File: src/design/mexp_pkg.sv
// Package for the modular exponentiation unit: field widths, modulus constants,
// controller states and the command and status words between controller and datapath.
// No dependencies.
package mexp_pkg;

    localparam int BASE_W    = 63;
    localparam int EXP_W     = 63;
    localparam int POW_W     = 30;
    localparam int S_TDATA_W = 128;
    localparam int M_TDATA_W = 32;

    localparam int MUL_W     = 32;
    localparam int PROD_W    = 60;
    localparam int Q_W       = 31;
    localparam int CHUNK_W   = 21;
    localparam int NUM_CHUNKS = 3;
    localparam int CHUNK_CNT_W = 2;

    localparam int BARRETT_SHIFT_IN  = 29;
    localparam int BARRETT_SHIFT_OUT = 31;

    localparam logic [31:0] MODP       = 32'd1000000007;
    localparam logic [31:0] MODP_X2    = 32'd2000000014;
    localparam logic [31:0] BARRETT_MU = 32'd1152921496;

    typedef enum logic [2:0] {
        ST_IDLE,
        ST_CHUNK,
        ST_EST,
        ST_QMUL,
        ST_FIX,
        ST_PROD,
        ST_FINISH
    } state_t;

    typedef enum logic [1:0] {
        PH_RED,
        PH_SQR,
        PH_MUL
    } phase_t;

    typedef enum logic [3:0] {
        OP_NONE,
        OP_LOAD,
        OP_CHUNK,
        OP_EST,
        OP_QMUL,
        OP_SQR,
        OP_MULB,
        OP_FIX_BASE,
        OP_FIX_ACC,
        OP_RESULT
    } dp_op_t;

    typedef struct packed {
        dp_op_t op;
        logic   shift_exp;
    } dp_cmd_t;

    typedef struct packed {
        logic exp_msb;
    } dp_stat_t;

endpackage

File: src/design/mexp_dp.sv
// Datapath of the modular exponentiation unit: operand registers, one shared
// 32x32 multiplier and the Barrett reduction steps modulo 1000000007.
// Depends on mexp_pkg.
module mexp_dp #(
    parameter int EXP_BITS = 63
) (
    input  logic                             clk,
    input  logic [mexp_pkg::S_TDATA_W-1:0]   in_data,
    input  mexp_pkg::dp_cmd_t                cmd,
    output mexp_pkg::dp_stat_t               stat,
    output logic [mexp_pkg::POW_W-1:0]       power
);

    logic [mexp_pkg::BASE_W-1:0]  base_in_reg, base_in_next;
    logic [EXP_BITS-1:0]          exp_reg, exp_next;
    logic [mexp_pkg::POW_W-1:0]   base_reg, base_next;
    logic [mexp_pkg::POW_W-1:0]   acc_reg, acc_next;
    logic [mexp_pkg::PROD_W-1:0]  x_reg, x_next;
    logic [mexp_pkg::Q_W-1:0]     q_reg, q_next;
    logic [mexp_pkg::MUL_W-1:0]   y_reg, y_next;
    logic [mexp_pkg::POW_W-1:0]   result_reg, result_next;

    logic [mexp_pkg::MUL_W-1:0]   mul_a;
    logic [mexp_pkg::MUL_W-1:0]   mul_b;
    logic [2*mexp_pkg::MUL_W-1:0] prod;
    logic [63:0]                  exp_ext;
    logic [mexp_pkg::MUL_W-1:0]   diff;
    logic [mexp_pkg::MUL_W-1:0]   fixed;

    always_comb
    begin
        case (cmd.op)
            mexp_pkg::OP_EST:
            begin
                mul_a = mexp_pkg::MUL_W'(x_reg[mexp_pkg::PROD_W-1:mexp_pkg::BARRETT_SHIFT_IN]);
                mul_b = mexp_pkg::BARRETT_MU;
            end
            mexp_pkg::OP_QMUL:
            begin
                mul_a = mexp_pkg::MUL_W'(q_reg);
                mul_b = mexp_pkg::MODP;
            end
            mexp_pkg::OP_SQR:
            begin
                mul_a = mexp_pkg::MUL_W'(acc_reg);
                mul_b = mexp_pkg::MUL_W'(acc_reg);
            end
            mexp_pkg::OP_MULB:
            begin
                mul_a = mexp_pkg::MUL_W'(acc_reg);
                mul_b = mexp_pkg::MUL_W'(base_reg);
            end
            default:
            begin
                mul_a = '0;
                mul_b = '0;
            end
        endcase
    end

    assign prod = (2*mexp_pkg::MUL_W)'(mul_a) * (2*mexp_pkg::MUL_W)'(mul_b);

    // The Barrett estimate is at most two short, so the remainder stays below 3P.
    always_comb
    begin
        diff = x_reg[mexp_pkg::MUL_W-1:0] - y_reg;
        if (diff >= mexp_pkg::MODP_X2)
        begin
            fixed = diff - mexp_pkg::MODP_X2;
        end
        else if (diff >= mexp_pkg::MODP)
        begin
            fixed = diff - mexp_pkg::MODP;
        end
        else
        begin
            fixed = diff;
        end
    end

    assign exp_ext = 64'(in_data[mexp_pkg::BASE_W +: mexp_pkg::EXP_W]);

    always_comb
    begin
        base_in_next = base_in_reg;
        exp_next     = exp_reg;
        base_next    = base_reg;
        acc_next     = acc_reg;
        x_next       = x_reg;
        q_next       = q_reg;
        y_next       = y_reg;
        result_next  = result_reg;
        case (cmd.op)
            mexp_pkg::OP_LOAD:
            begin
                base_in_next = in_data[mexp_pkg::BASE_W-1:0];
                exp_next     = exp_ext[EXP_BITS-1:0];
                acc_next     = mexp_pkg::POW_W'(1);
                base_next    = '0;
            end
            mexp_pkg::OP_CHUNK:
            begin
                x_next = mexp_pkg::PROD_W'({base_reg,
                    base_in_reg[mexp_pkg::BASE_W-1 -: mexp_pkg::CHUNK_W]});
                base_in_next = base_in_reg << mexp_pkg::CHUNK_W;
            end
            mexp_pkg::OP_EST:
            begin
                q_next = prod[mexp_pkg::BARRETT_SHIFT_OUT +: mexp_pkg::Q_W];
            end
            mexp_pkg::OP_QMUL:
            begin
                y_next = prod[mexp_pkg::MUL_W-1:0];
            end
            mexp_pkg::OP_SQR, mexp_pkg::OP_MULB:
            begin
                x_next = prod[mexp_pkg::PROD_W-1:0];
            end
            mexp_pkg::OP_FIX_BASE:
            begin
                base_next = fixed[mexp_pkg::POW_W-1:0];
            end
            mexp_pkg::OP_FIX_ACC:
            begin
                acc_next = fixed[mexp_pkg::POW_W-1:0];
            end
            mexp_pkg::OP_RESULT:
            begin
                result_next = acc_reg;
            end
            default:
            begin
            end
        endcase
        if (cmd.shift_exp)
        begin
            exp_next = exp_reg << 1;
        end
    end

    always_ff @(posedge clk)
    begin
        base_in_reg <= base_in_next;
        exp_reg     <= exp_next;
        base_reg    <= base_next;
        acc_reg     <= acc_next;
        x_reg       <= x_next;
        q_reg       <= q_next;
        y_reg       <= y_next;
        result_reg  <= result_next;
    end

    assign stat.exp_msb = exp_reg[EXP_BITS-1];
    assign power        = result_reg;

endmodule

File: src/design/mexp_ctrl.sv
// Controller of the modular exponentiation unit: sequences base reduction and the
// square-and-multiply steps, and owns the stream handshakes. Depends on mexp_pkg.
module mexp_ctrl #(
    parameter int EXP_BITS = 63
) (
    input  logic               clk,
    input  logic               rst_n,
    input  logic               in_valid,
    output logic               in_ready,
    output logic               out_valid,
    input  logic               out_ready,
    input  mexp_pkg::dp_stat_t stat,
    output mexp_pkg::dp_cmd_t  cmd
);

    localparam int CNT_W = (EXP_BITS > 1) ? $clog2(EXP_BITS) : 1;

    mexp_pkg::state_t state_reg, state_next;
    mexp_pkg::phase_t phase_reg, phase_next;
    logic [CNT_W-1:0]                 bit_cnt_reg, bit_cnt_next;
    logic [mexp_pkg::CHUNK_CNT_W-1:0] chunk_cnt_reg, chunk_cnt_next;
    logic                             out_valid_reg, out_valid_next;
    logic                             fin_ok;
    logic                             bit_done;

    assign fin_ok = !out_valid_reg || out_ready;

    always_comb
    begin
        bit_done = 1'b0;
        if (phase_reg == mexp_pkg::PH_MUL)
        begin
            bit_done = 1'b1;
        end
        else if (phase_reg == mexp_pkg::PH_SQR)
        begin
            bit_done = !stat.exp_msb;
        end
    end

    always_comb
    begin
        state_next     = state_reg;
        phase_next     = phase_reg;
        bit_cnt_next   = bit_cnt_reg;
        chunk_cnt_next = chunk_cnt_reg;
        out_valid_next = out_valid_reg && !out_ready;
        case (state_reg)
            mexp_pkg::ST_IDLE:
            begin
                if (in_valid)
                begin
                    state_next     = mexp_pkg::ST_CHUNK;
                    phase_next     = mexp_pkg::PH_RED;
                    chunk_cnt_next = '0;
                    bit_cnt_next   = CNT_W'(EXP_BITS - 1);
                end
            end
            mexp_pkg::ST_CHUNK:
            begin
                state_next = mexp_pkg::ST_EST;
            end
            mexp_pkg::ST_PROD:
            begin
                state_next = mexp_pkg::ST_EST;
            end
            mexp_pkg::ST_EST:
            begin
                state_next = mexp_pkg::ST_QMUL;
            end
            mexp_pkg::ST_QMUL:
            begin
                state_next = mexp_pkg::ST_FIX;
            end
            mexp_pkg::ST_FIX:
            begin
                if (phase_reg == mexp_pkg::PH_RED)
                begin
                    if (chunk_cnt_reg == mexp_pkg::CHUNK_CNT_W'(mexp_pkg::NUM_CHUNKS - 1))
                    begin
                        state_next = mexp_pkg::ST_PROD;
                        phase_next = mexp_pkg::PH_SQR;
                    end
                    else
                    begin
                        state_next     = mexp_pkg::ST_CHUNK;
                        chunk_cnt_next = chunk_cnt_reg + 1'b1;
                    end
                end
                else if (!bit_done)
                begin
                    state_next = mexp_pkg::ST_PROD;
                    phase_next = mexp_pkg::PH_MUL;
                end
                else if (bit_cnt_reg == '0)
                begin
                    state_next = mexp_pkg::ST_FINISH;
                end
                else
                begin
                    state_next   = mexp_pkg::ST_PROD;
                    phase_next   = mexp_pkg::PH_SQR;
                    bit_cnt_next = bit_cnt_reg - 1'b1;
                end
            end
            mexp_pkg::ST_FINISH:
            begin
                if (fin_ok)
                begin
                    state_next     = mexp_pkg::ST_IDLE;
                    out_valid_next = 1'b1;
                end
            end
            default:
            begin
                state_next = mexp_pkg::ST_IDLE;
            end
        endcase
    end

    always_comb
    begin
        cmd.op        = mexp_pkg::OP_NONE;
        cmd.shift_exp = 1'b0;
        in_ready      = 1'b0;
        case (state_reg)
            mexp_pkg::ST_IDLE:
            begin
                in_ready = 1'b1;
                if (in_valid)
                begin
                    cmd.op = mexp_pkg::OP_LOAD;
                end
            end
            mexp_pkg::ST_CHUNK:
            begin
                cmd.op = mexp_pkg::OP_CHUNK;
            end
            mexp_pkg::ST_EST:
            begin
                cmd.op = mexp_pkg::OP_EST;
            end
            mexp_pkg::ST_QMUL:
            begin
                cmd.op = mexp_pkg::OP_QMUL;
            end
            mexp_pkg::ST_FIX:
            begin
                if (phase_reg == mexp_pkg::PH_RED)
                begin
                    cmd.op = mexp_pkg::OP_FIX_BASE;
                end
                else
                begin
                    cmd.op        = mexp_pkg::OP_FIX_ACC;
                    cmd.shift_exp = bit_done;
                end
            end
            mexp_pkg::ST_PROD:
            begin
                if (phase_reg == mexp_pkg::PH_MUL)
                begin
                    cmd.op = mexp_pkg::OP_MULB;
                end
                else
                begin
                    cmd.op = mexp_pkg::OP_SQR;
                end
            end
            mexp_pkg::ST_FINISH:
            begin
                if (fin_ok)
                begin
                    cmd.op = mexp_pkg::OP_RESULT;
                end
            end
            default:
            begin
            end
        endcase
    end

    always_ff @(posedge clk or negedge rst_n)
    begin
        if (!rst_n)
        begin
            state_reg     <= mexp_pkg::ST_IDLE;
            phase_reg     <= mexp_pkg::PH_RED;
            bit_cnt_reg   <= '0;
            chunk_cnt_reg <= '0;
            out_valid_reg <= 1'b0;
        end
        else
        begin
            state_reg     <= state_next;
            phase_reg     <= phase_next;
            bit_cnt_reg   <= bit_cnt_next;
            chunk_cnt_reg <= chunk_cnt_next;
            out_valid_reg <= out_valid_next;
        end
    end

    assign out_valid = out_valid_reg;

endmodule

File: src/design/modular_exponentiation_unit.sv
// Modular exponentiation unit: base to the exponent modulo 1000000007, square and multiply.
// Every modular product passes through the multiply, Barrett estimate, quotient times modulus and
// correction steps on the one shared 32x32 multiplier; base reduction takes three such passes.
// One word is in work at a time; the next is taken once the result is in the output register.
// Reset clears the controller and the output valid flag; no state is kept between words.
module modular_exponentiation_unit #(
    parameter int EXP_BITS = 63
) (
    input  logic                             clk,
    input  logic                             rst_n,
    input  logic                             s_axis_tvalid,
    output logic                             s_axis_tready,
    input  logic [mexp_pkg::S_TDATA_W-1:0]   s_axis_tdata,  // base[62:0], exponent[125:63]
    output logic                             m_axis_tvalid,
    input  logic                             m_axis_tready,
    output logic [mexp_pkg::M_TDATA_W-1:0]   m_axis_tdata   // power[29:0]
);

    mexp_pkg::dp_cmd_t            cmd;
    mexp_pkg::dp_stat_t           stat;
    logic [mexp_pkg::POW_W-1:0]   power;

    mexp_ctrl #(
        .EXP_BITS (EXP_BITS)
    ) u_ctrl (
        .clk       (clk),
        .rst_n     (rst_n),
        .in_valid  (s_axis_tvalid),
        .in_ready  (s_axis_tready),
        .out_valid (m_axis_tvalid),
        .out_ready (m_axis_tready),
        .stat      (stat),
        .cmd       (cmd)
    );

    mexp_dp #(
        .EXP_BITS (EXP_BITS)
    ) u_dp (
        .clk     (clk),
        .in_data (s_axis_tdata),
        .cmd     (cmd),
        .stat    (stat),
        .power   (power)
    );

    assign m_axis_tdata = mexp_pkg::M_TDATA_W'(power);

    property p_busy_after_accept;
        @(posedge clk) disable iff (!rst_n)
        (s_axis_tvalid && s_axis_tready) |=> !s_axis_tready;
    endproperty
    a_busy_after_accept: assert property (p_busy_after_accept)
        else $error("Input accepted while a word is still in work.");

    property p_power_reduced;
        @(posedge clk) disable iff (!rst_n)
        m_axis_tvalid |-> (mexp_pkg::MUL_W'(m_axis_tdata[mexp_pkg::POW_W-1:0]) < mexp_pkg::MODP);
    endproperty
    a_power_reduced: assert property (p_power_reduced)
        else $error("Result is not reduced below the modulus.");

    property p_no_overwrite;
        @(posedge clk) disable iff (!rst_n)
        (cmd.op == mexp_pkg::OP_RESULT) |-> (!m_axis_tvalid || m_axis_tready);
    endproperty
    a_no_overwrite: assert property (p_no_overwrite)
        else $error("Result register written while a result is still pending.");

endmodule

File: config.mk
export PLATFORM = sky130hd
export DESIGN_NAME = modular_exponentiation_unit
export DESIGN_NICKNAME = d
export VERILOG_FILES = /design/src/design/mexp_pkg.sv /design/src/design/mexp_dp.sv /design/src/design/mexp_ctrl.sv /design/src/design/modular_exponentiation_unit.sv
export SDC_FILE = /design/constraint.sdc
export NUM_CORES = 2
export LEC_CHECK = 0
export BUFFER_PORTS_ARGS = -buffer_cell sky130_fd_sc_hd__buf_4
export CAP_MARGIN = 15
export CORE_ASPECT_RATIO = 2
export CORE_MARGIN = 2
export CORE_UTILIZATION = 41
export CTS_BUF_LIST = sky130_fd_sc_hd__clkbuf_4 sky130_fd_sc_hd__clkbuf_8
export CTS_CLUSTER_SIZE = 24
export DETAILED_ROUTE_END_ITERATION = 12
export PLACE_DENSITY = 0.54
export SETUP_SLACK_MARGIN = 0.5
export SLEW_MARGIN = 20
export SYNTH_ARGS = -nofsm -noshare
export SYNTH_HDL_FRONTEND = slang
export SYNTH_SLANG_ARGS = --single-unit
File: constraint.sdc
create_clock -name clk -period 36.7 [get_ports clk]
set_clock_uncertainty 0.05 [all_clocks]
set_input_delay 7.34 -clock clk [delete_from_list [all_inputs] [get_ports clk]]
set_output_delay 7.34 -clock clk [all_outputs]
set_load 0.005 [all_outputs]
# --- After elaboration in Yosys (flattened, before gate mapping) ---
# Cells that the tools add are included.
word_totals:
  reg_bits: 353
  inputBits: 132
  output_inout_bits: 34
classes:
  addsub: 5
  multipliers: 1
  magnitude_cmp: 2
  eq_ne: 27
  muxes: 43
  n_reduce_logical: 20
op_table:
  columns: ["cell", "n"]
  rows:
  - ["63-bit 2-to-1 mux", 2]
  - ["63-bit case mux with 2 select lines", 1]
  - ["31-bit case mux with 4 select lines", 1]
  - ["30-bit case mux with 2 select lines", 2]
  - ["60-bit case mux with 2 select lines", 1]
  - ["31-bit case mux with 3 select lines", 1]
  - ["31-bit by 31-bit multiplier with 62-bit output", 1]
  - ["30-bit 2-to-1 mux", 2]
  - ["30-bit subtractor (second input constant)", 2]
  - ["32-bit by 30-bit greater-or-equal comparator with 1-bit output (second input constant)", 1]
  - ["32-bit by 31-bit greater-or-equal comparator with 1-bit output (second input constant)", 1]
  - ["32-bit subtractor", 1]
  - ["4-bit case mux with 7 select lines", 1]
  - ["6-bit 2-to-1 mux", 4]
  - ["2-bit 2-to-1 mux", 9]
  - ["3-bit case mux with 6 select lines", 1]
  - ["4-bit by 3-bit equality test with 1-bit output (second input constant)", 4]
  - ["3-bit 2-to-1 mux", 5]
  - ["6-bit case mux with 2 select lines", 1]
  - ["2-bit nonzero test", 6]
  - ["3-bit equality test (second input constant)", 3]
  - ["4-bit by 2-bit equality test with 1-bit output (second input constant)", 2]
  - ["4-bit equality test (second input constant)", 2]
  - ["1-bit 2-to-1 mux", 8]
  - ["23 further kinds", 36]

# --- Longest topological paths before layout ---
depth:
  word_depth: 9
  mapped_depth: 40
  mapped_depth_nobuf: 35

# --- Hierarchy ---
# Synthesis repeated with hierarchy kept, for this count alone.
hier_totals:
  cells_unflattened: 5344
  hier_area_um2: 48909.4
by_module_without_submodules:
  columns: ["module", "instances", "cells_per_inst", "area_per_inst_um2", "seq_area_each_um2"]
  rows:
  - ["mexp_dp", 1, 5226, 47854.6, 10169.8]
  - ["mexp_ctrl", 1, 115, 1036.0, 350.3]
  - ["modular_exponentiation_unit", 1, 3, 18.8, 0.0]

# --- Worst setup path after synthesis ---
# OpenSTA, ideal clock, no wires.
synth_path:
  kind: "register to register"
  from: "reg u_ctrl.state_reg[1]"
  to: "reg u_dp.x_reg[57] in the netlist's numbering (data pin)"
  setup_ps: 174
  arrival_time_ps: 11954
  required_time_ps: 36476
  slack_ps: 24522
  path_stages_with_launch: 34
  path_buffers: 3
  period_less_slack_ps: 12178
  path_cell_list: "dfrtp_1 -> nor2b_1 -> nand2_1 -> nor3_1 -> clkbuf_1 -> clkbuf_1 -> buf_1 -> a221oi_1 -> nor2_1 -> fa_1 -> fa_1 -> fa_1 -> inv_1 -> fa_1 -> inv_1 -> fa_1 -> fa_1 -> fa_1 -> inv_1 -> fa_1 -> inv_1 -> ha_1 -> a21o_1 -> a21oi_1 -> nor2b_1 -> a311oi_1 -> nor2_1 -> or4_1 -> a31oi_1 -> o21a_1 -> a2111oi_0 -> o41ai_1 -> a21oi_1 -> a311oi_1"
synth_between:
  elab_chain_len: 7
synth_lines:
  columns: ["element", "line", "rtl"]
  rows:
  - ["start, declared", "mexp_ctrl.sv:18", "mexp_pkg::state_t state_reg, state_next;"]
  - ["start signal, assigned", "mexp_ctrl.sv:187", "state_reg <= mexp_pkg::ST_IDLE;"]
  - ["start signal, assigned", "mexp_ctrl.sv:195", "state_reg <= state_next;"]
  - ["3-bit equality test (tied with other cells)", "mexp_ctrl.sv:126", "case (state_reg)"]
  - ["4-bit case mux with 7 select lines (*)", "mexp_ctrl.sv:126", null]
  - ["4-bit by 3-bit equality test with 1-bit output", "mexp_dp.sv:32, mexp_dp.sv:93", null]
  - ["2-bit OR reduction (no source line)", null, null]
  - ["31-bit case mux with 3 select lines", "mexp_dp.sv:32", "case (cmd.op)"]
  - ["31-bit by 31-bit multiplier with 62-bit output", "mexp_dp.sv:61", "assign prod = (2*mexp_pkg::MUL_W)'(mul_a) * (2*mexp_pkg::MUL_W)'(mul_b);"]
  - ["60-bit case mux with 2 select lines (*)", "mexp_dp.sv:93", "case (cmd.op)"]
  - ["end signal, assigned", "mexp_dp.sv:147", "x_reg <= x_next;"]
  - ["end, declared", "mexp_dp.sv:18", "logic [mexp_pkg::PROD_W-1:0] x_reg, x_next;"]
# Mark *: on every way between the ends. The rest lies on a longest branch, timed or not.
# A chain may end at the register's enable or synchronous reset.

# --- Worst setup path after layout ---
layout_path:
  from: "reg u_ctrl.state_reg[0]"
  to: "reg u_dp.x_reg[54] in the netlist's numbering (data pin)"
layout_between:
  elab_chain_len: 7
layout_lines:
  columns: ["element", "line", "rtl"]
  rows:
  - ["3-bit equality test (tied with other cells)", "mexp_ctrl.sv:126", null]
  - ["4-bit case mux with 7 select lines (*)", "mexp_ctrl.sv:126", null]
  - ["4-bit by 3-bit equality test with 1-bit output", "mexp_dp.sv:32", null]
  - ["2-bit OR reduction (no source line)", null, null]
  - ["31-bit case mux with 3 select lines", "mexp_dp.sv:32", null]
  - ["31-bit by 31-bit multiplier with 62-bit output (*)", "mexp_dp.sv:61", null]
  - ["net u_dp.prod (one bit)", "mexp_dp.sv:25", "logic [2*mexp_pkg::MUL_W-1:0] prod;"]
  - ["60-bit case mux with 2 select lines (*)", "mexp_dp.sv:93", null]
# Mark *: on every way through the listed nets, which the timed path passes. The rest lies on a longest branch.

==> metrics <==
clk buf depth=3; min Tclk post-route=~13000 ps; Fin Setup TNS=0 ps; max-cap violations=0; Post-synth EDFFs=between 300 and 400; number of remaining DRC errors=0; Post-Route WL=181.0 mm; Async S/R FF share, synth=3.966%; vias per cell=~5.7; total core area=between 0.1 and 0.15 mm²; Peak Freq=~79 MHz; most frequent cell after synthesis=inv_1; Antenna Violating Nets Remaining=0; Rows=around 180; # resized after CTS=0; top cells by count, synth=inv_1, fa_1, nand2_1; layout cells sized above 1=9.746%; clock root cell=clkbuf_8; slowest library cell on the worst path=buf_4; CP Capture Type=flip-flop; largest net degree at the start of global routing=65; register area share after synthesis=21.89%; Tcrit/Tclk final=between 30% and 40%; Worst Setup Path Type=flip-flop to flip-flop; reg2reg end=u_dp.x_reg[54]; area of the mapped netlist=0.04806 mm²; Synth area leader=fa_1; Min-Delay Endpoint=u_dp.exp_reg[0]; Filler Cell Count=between 10000 and 15000; Hold Crit Class=flip-flop to flip-flop; Hold Fails Final Rpt=0; CTS Buf Count=48; Die W=around 250 µm; port buffer count=between 150 and 200; Critical R2R Launch=u_ctrl.state_reg[0]; I/O pin count=approximately 170; Routed wire per std cell=roughly 28 µm; All-Layer GR Usage=approximately 30%; arrival time worst endpoint=between 10000 and 15000 ps; Critical Path RT=between 30000 and 40000 ps; top_reg_cell synth=edfxtp_1; antenna violations before repair=7; die area=approximately 0.12 mm²; area of the multi-input gates=roughly 0.034 mm²; Final Wtd Congestion=about 1; hold_sp=u_dp.exp_reg[0]; clock latency on the worst-skew pair=about 660 ps; CP max stage delay=around 780 ps; CTS Sinks=roughly 350; Ys Warns=0; Synth area leaders=fa_1, edfxtp_1, ha_1; register area=0.01052 mm²; reg2reg setup slack=around 24000 ps; status=complete, no violations; R2R depth=30; Initial Util=between 40% and 50%; synth unique cells=85; Buf/Inv on CP=6; Die Ht=a little under 500 µm; final setup fails=0; Cells after Synth=between 4000 and 5000; RSZ-0062 raised after global routing=no; TritonRoute pass-1 iters=6; CTS tree=built; grt ovf=0; nets=about 6300; syn avg cell area=about 9.7 µm²; Post-DP HPWL=approximately 140 mm; number of synthesized register bits=between 300 and 400; worst rel slew slack=17.58%; Layout Utilization=between 40% and 50%; htree depth=2; most frequent CP cell=fa_1; crit path max fanout=62; number of post-CTS setup repair buffers=0; CP startpoint kind=flip-flop; first-pass GRT wire length=264.3 mm; CP delay by family, top=adder cells; Yosys top cell area share=34.90%; Final Slew Violations=0; Worst-path clk slew=70 ps; 1st-iter DRT viols=about 2200; vias=37140; # hold bufs at CTS=0; Least-Margin Pin Slew=~1200 ps; Worst path depth=30; worst hold path depth=2; Area Overhead vs Synth=8.612%; vias in the first global route=about 40000
==> cells in the final DEF (no fill, tap or decap), types with 13 or more instances in the layout <==
master and n:
nor3_1 42, nand2_1 701, a22o_1 69, nand4_1 30, and2_1 58, dfrtp_1 14, o211ai_1 20, nor2_1 500
nor2b_1 32, o21bai_1 19, o21a_1 13, a21oi_1 122, o21ai_0 70, clkbuf_8 57, fa_1 838, a31oi_1 18
ha_1 291, edfxtp_1 338, nand3_1 44, buf_4 264, a221o_1 31, clkbuf_4 18, a22oi_1 26, a221oi_2 18
nand2b_1 22, xnor2_1 50, a211oi_1 23, nor3b_1 24, a211o_1 14, a221oi_1 16, o31ai_1 15, or3_1 15
a21o_1 57, mux2_2 68, xor2_1 39, inv_1 851, and3_1 23
==> worst min-delay path, cell delays in order (launching register included) <==
cell and delay, ps:
dfxtp_1 320, nand2_1 60, a21oi_1 50
==> routing by layer <==
layer  track usage (%)  part of all wire [%]  vias up
met5                 0                 0.024        -
met4             28.02                    11        6
met3             4.072                   5.2      701
met2             56.64                    53     1499
met1             29.50                    31    18980
li1                  -                     -    15950
==> metrics by stage <==
stage | worst slack [ps] | std cells | area, µm² | hold slack, ps
2_1_floorplan | 24520 | 4950 | 48090 | 386.6
3_3_place_gp | 24260 | 6467 | 51160 | 398.7
3_5_place_dp | 24280 | 6468 | 51170 | 417.8
4_1_cts | 24220 | 6558 | 52180 | 429.6
5_1_grt | 23830 | 6563 | 52200 | 476.5
6_report | 24100 | 6563 | 52200 | 422.3
==> cell type report <==
cell class,count,share of cell area (%)
timing repair buffer,265,3.811
multi-input combinational,3479,64.31
antenna,4,0.01917
inverter,851,6.119
clock inverter,16,0.1941
sequential,353,20.15
clock buffer,74,1.747
tap,1521,3.646
==> how the worst max path moves through the flow <==
stage	from	to	slack [ps]
2_1_floorplan	u_ctrl.state_reg[1]	u_dp.x_reg[57]	24520
3_3_place_gp	u_ctrl.state_reg[0]	u_dp.q_reg[27]	24260
3_5_place_dp	u_ctrl.state_reg[0]	u_dp.q_reg[27]	24280
4_1_cts	u_ctrl.state_reg[0]	u_dp.q_reg[27]	24220
5_1_grt	u_ctrl.state_reg[0]	u_dp.q_reg[27]	23830
6_report	u_ctrl.state_reg[0]	u_dp.x_reg[54]	24100
==> kinds of logic (layout without fill, tap and decap cells) <==
kind of cell               count (synthesis)  in the layout  synth area share [%]
muxes                                     75             75                 1.739
adders and majority gates               1129           1129                 42.48
buffers and inverters                   1118           1206                 8.825
AOI/OAI and AO/OA                        618            618                 9.426
other                                      2             12               0.01563
and+or+nand+nor                         1559           1559                 13.97
xor gates and xnor gates                  90             90                 1.656
DFF                                      353            353                 21.89
Power is not shown: default switching activity piles up to over one toggle a cycle in this logic, so the estimate is an artifact.
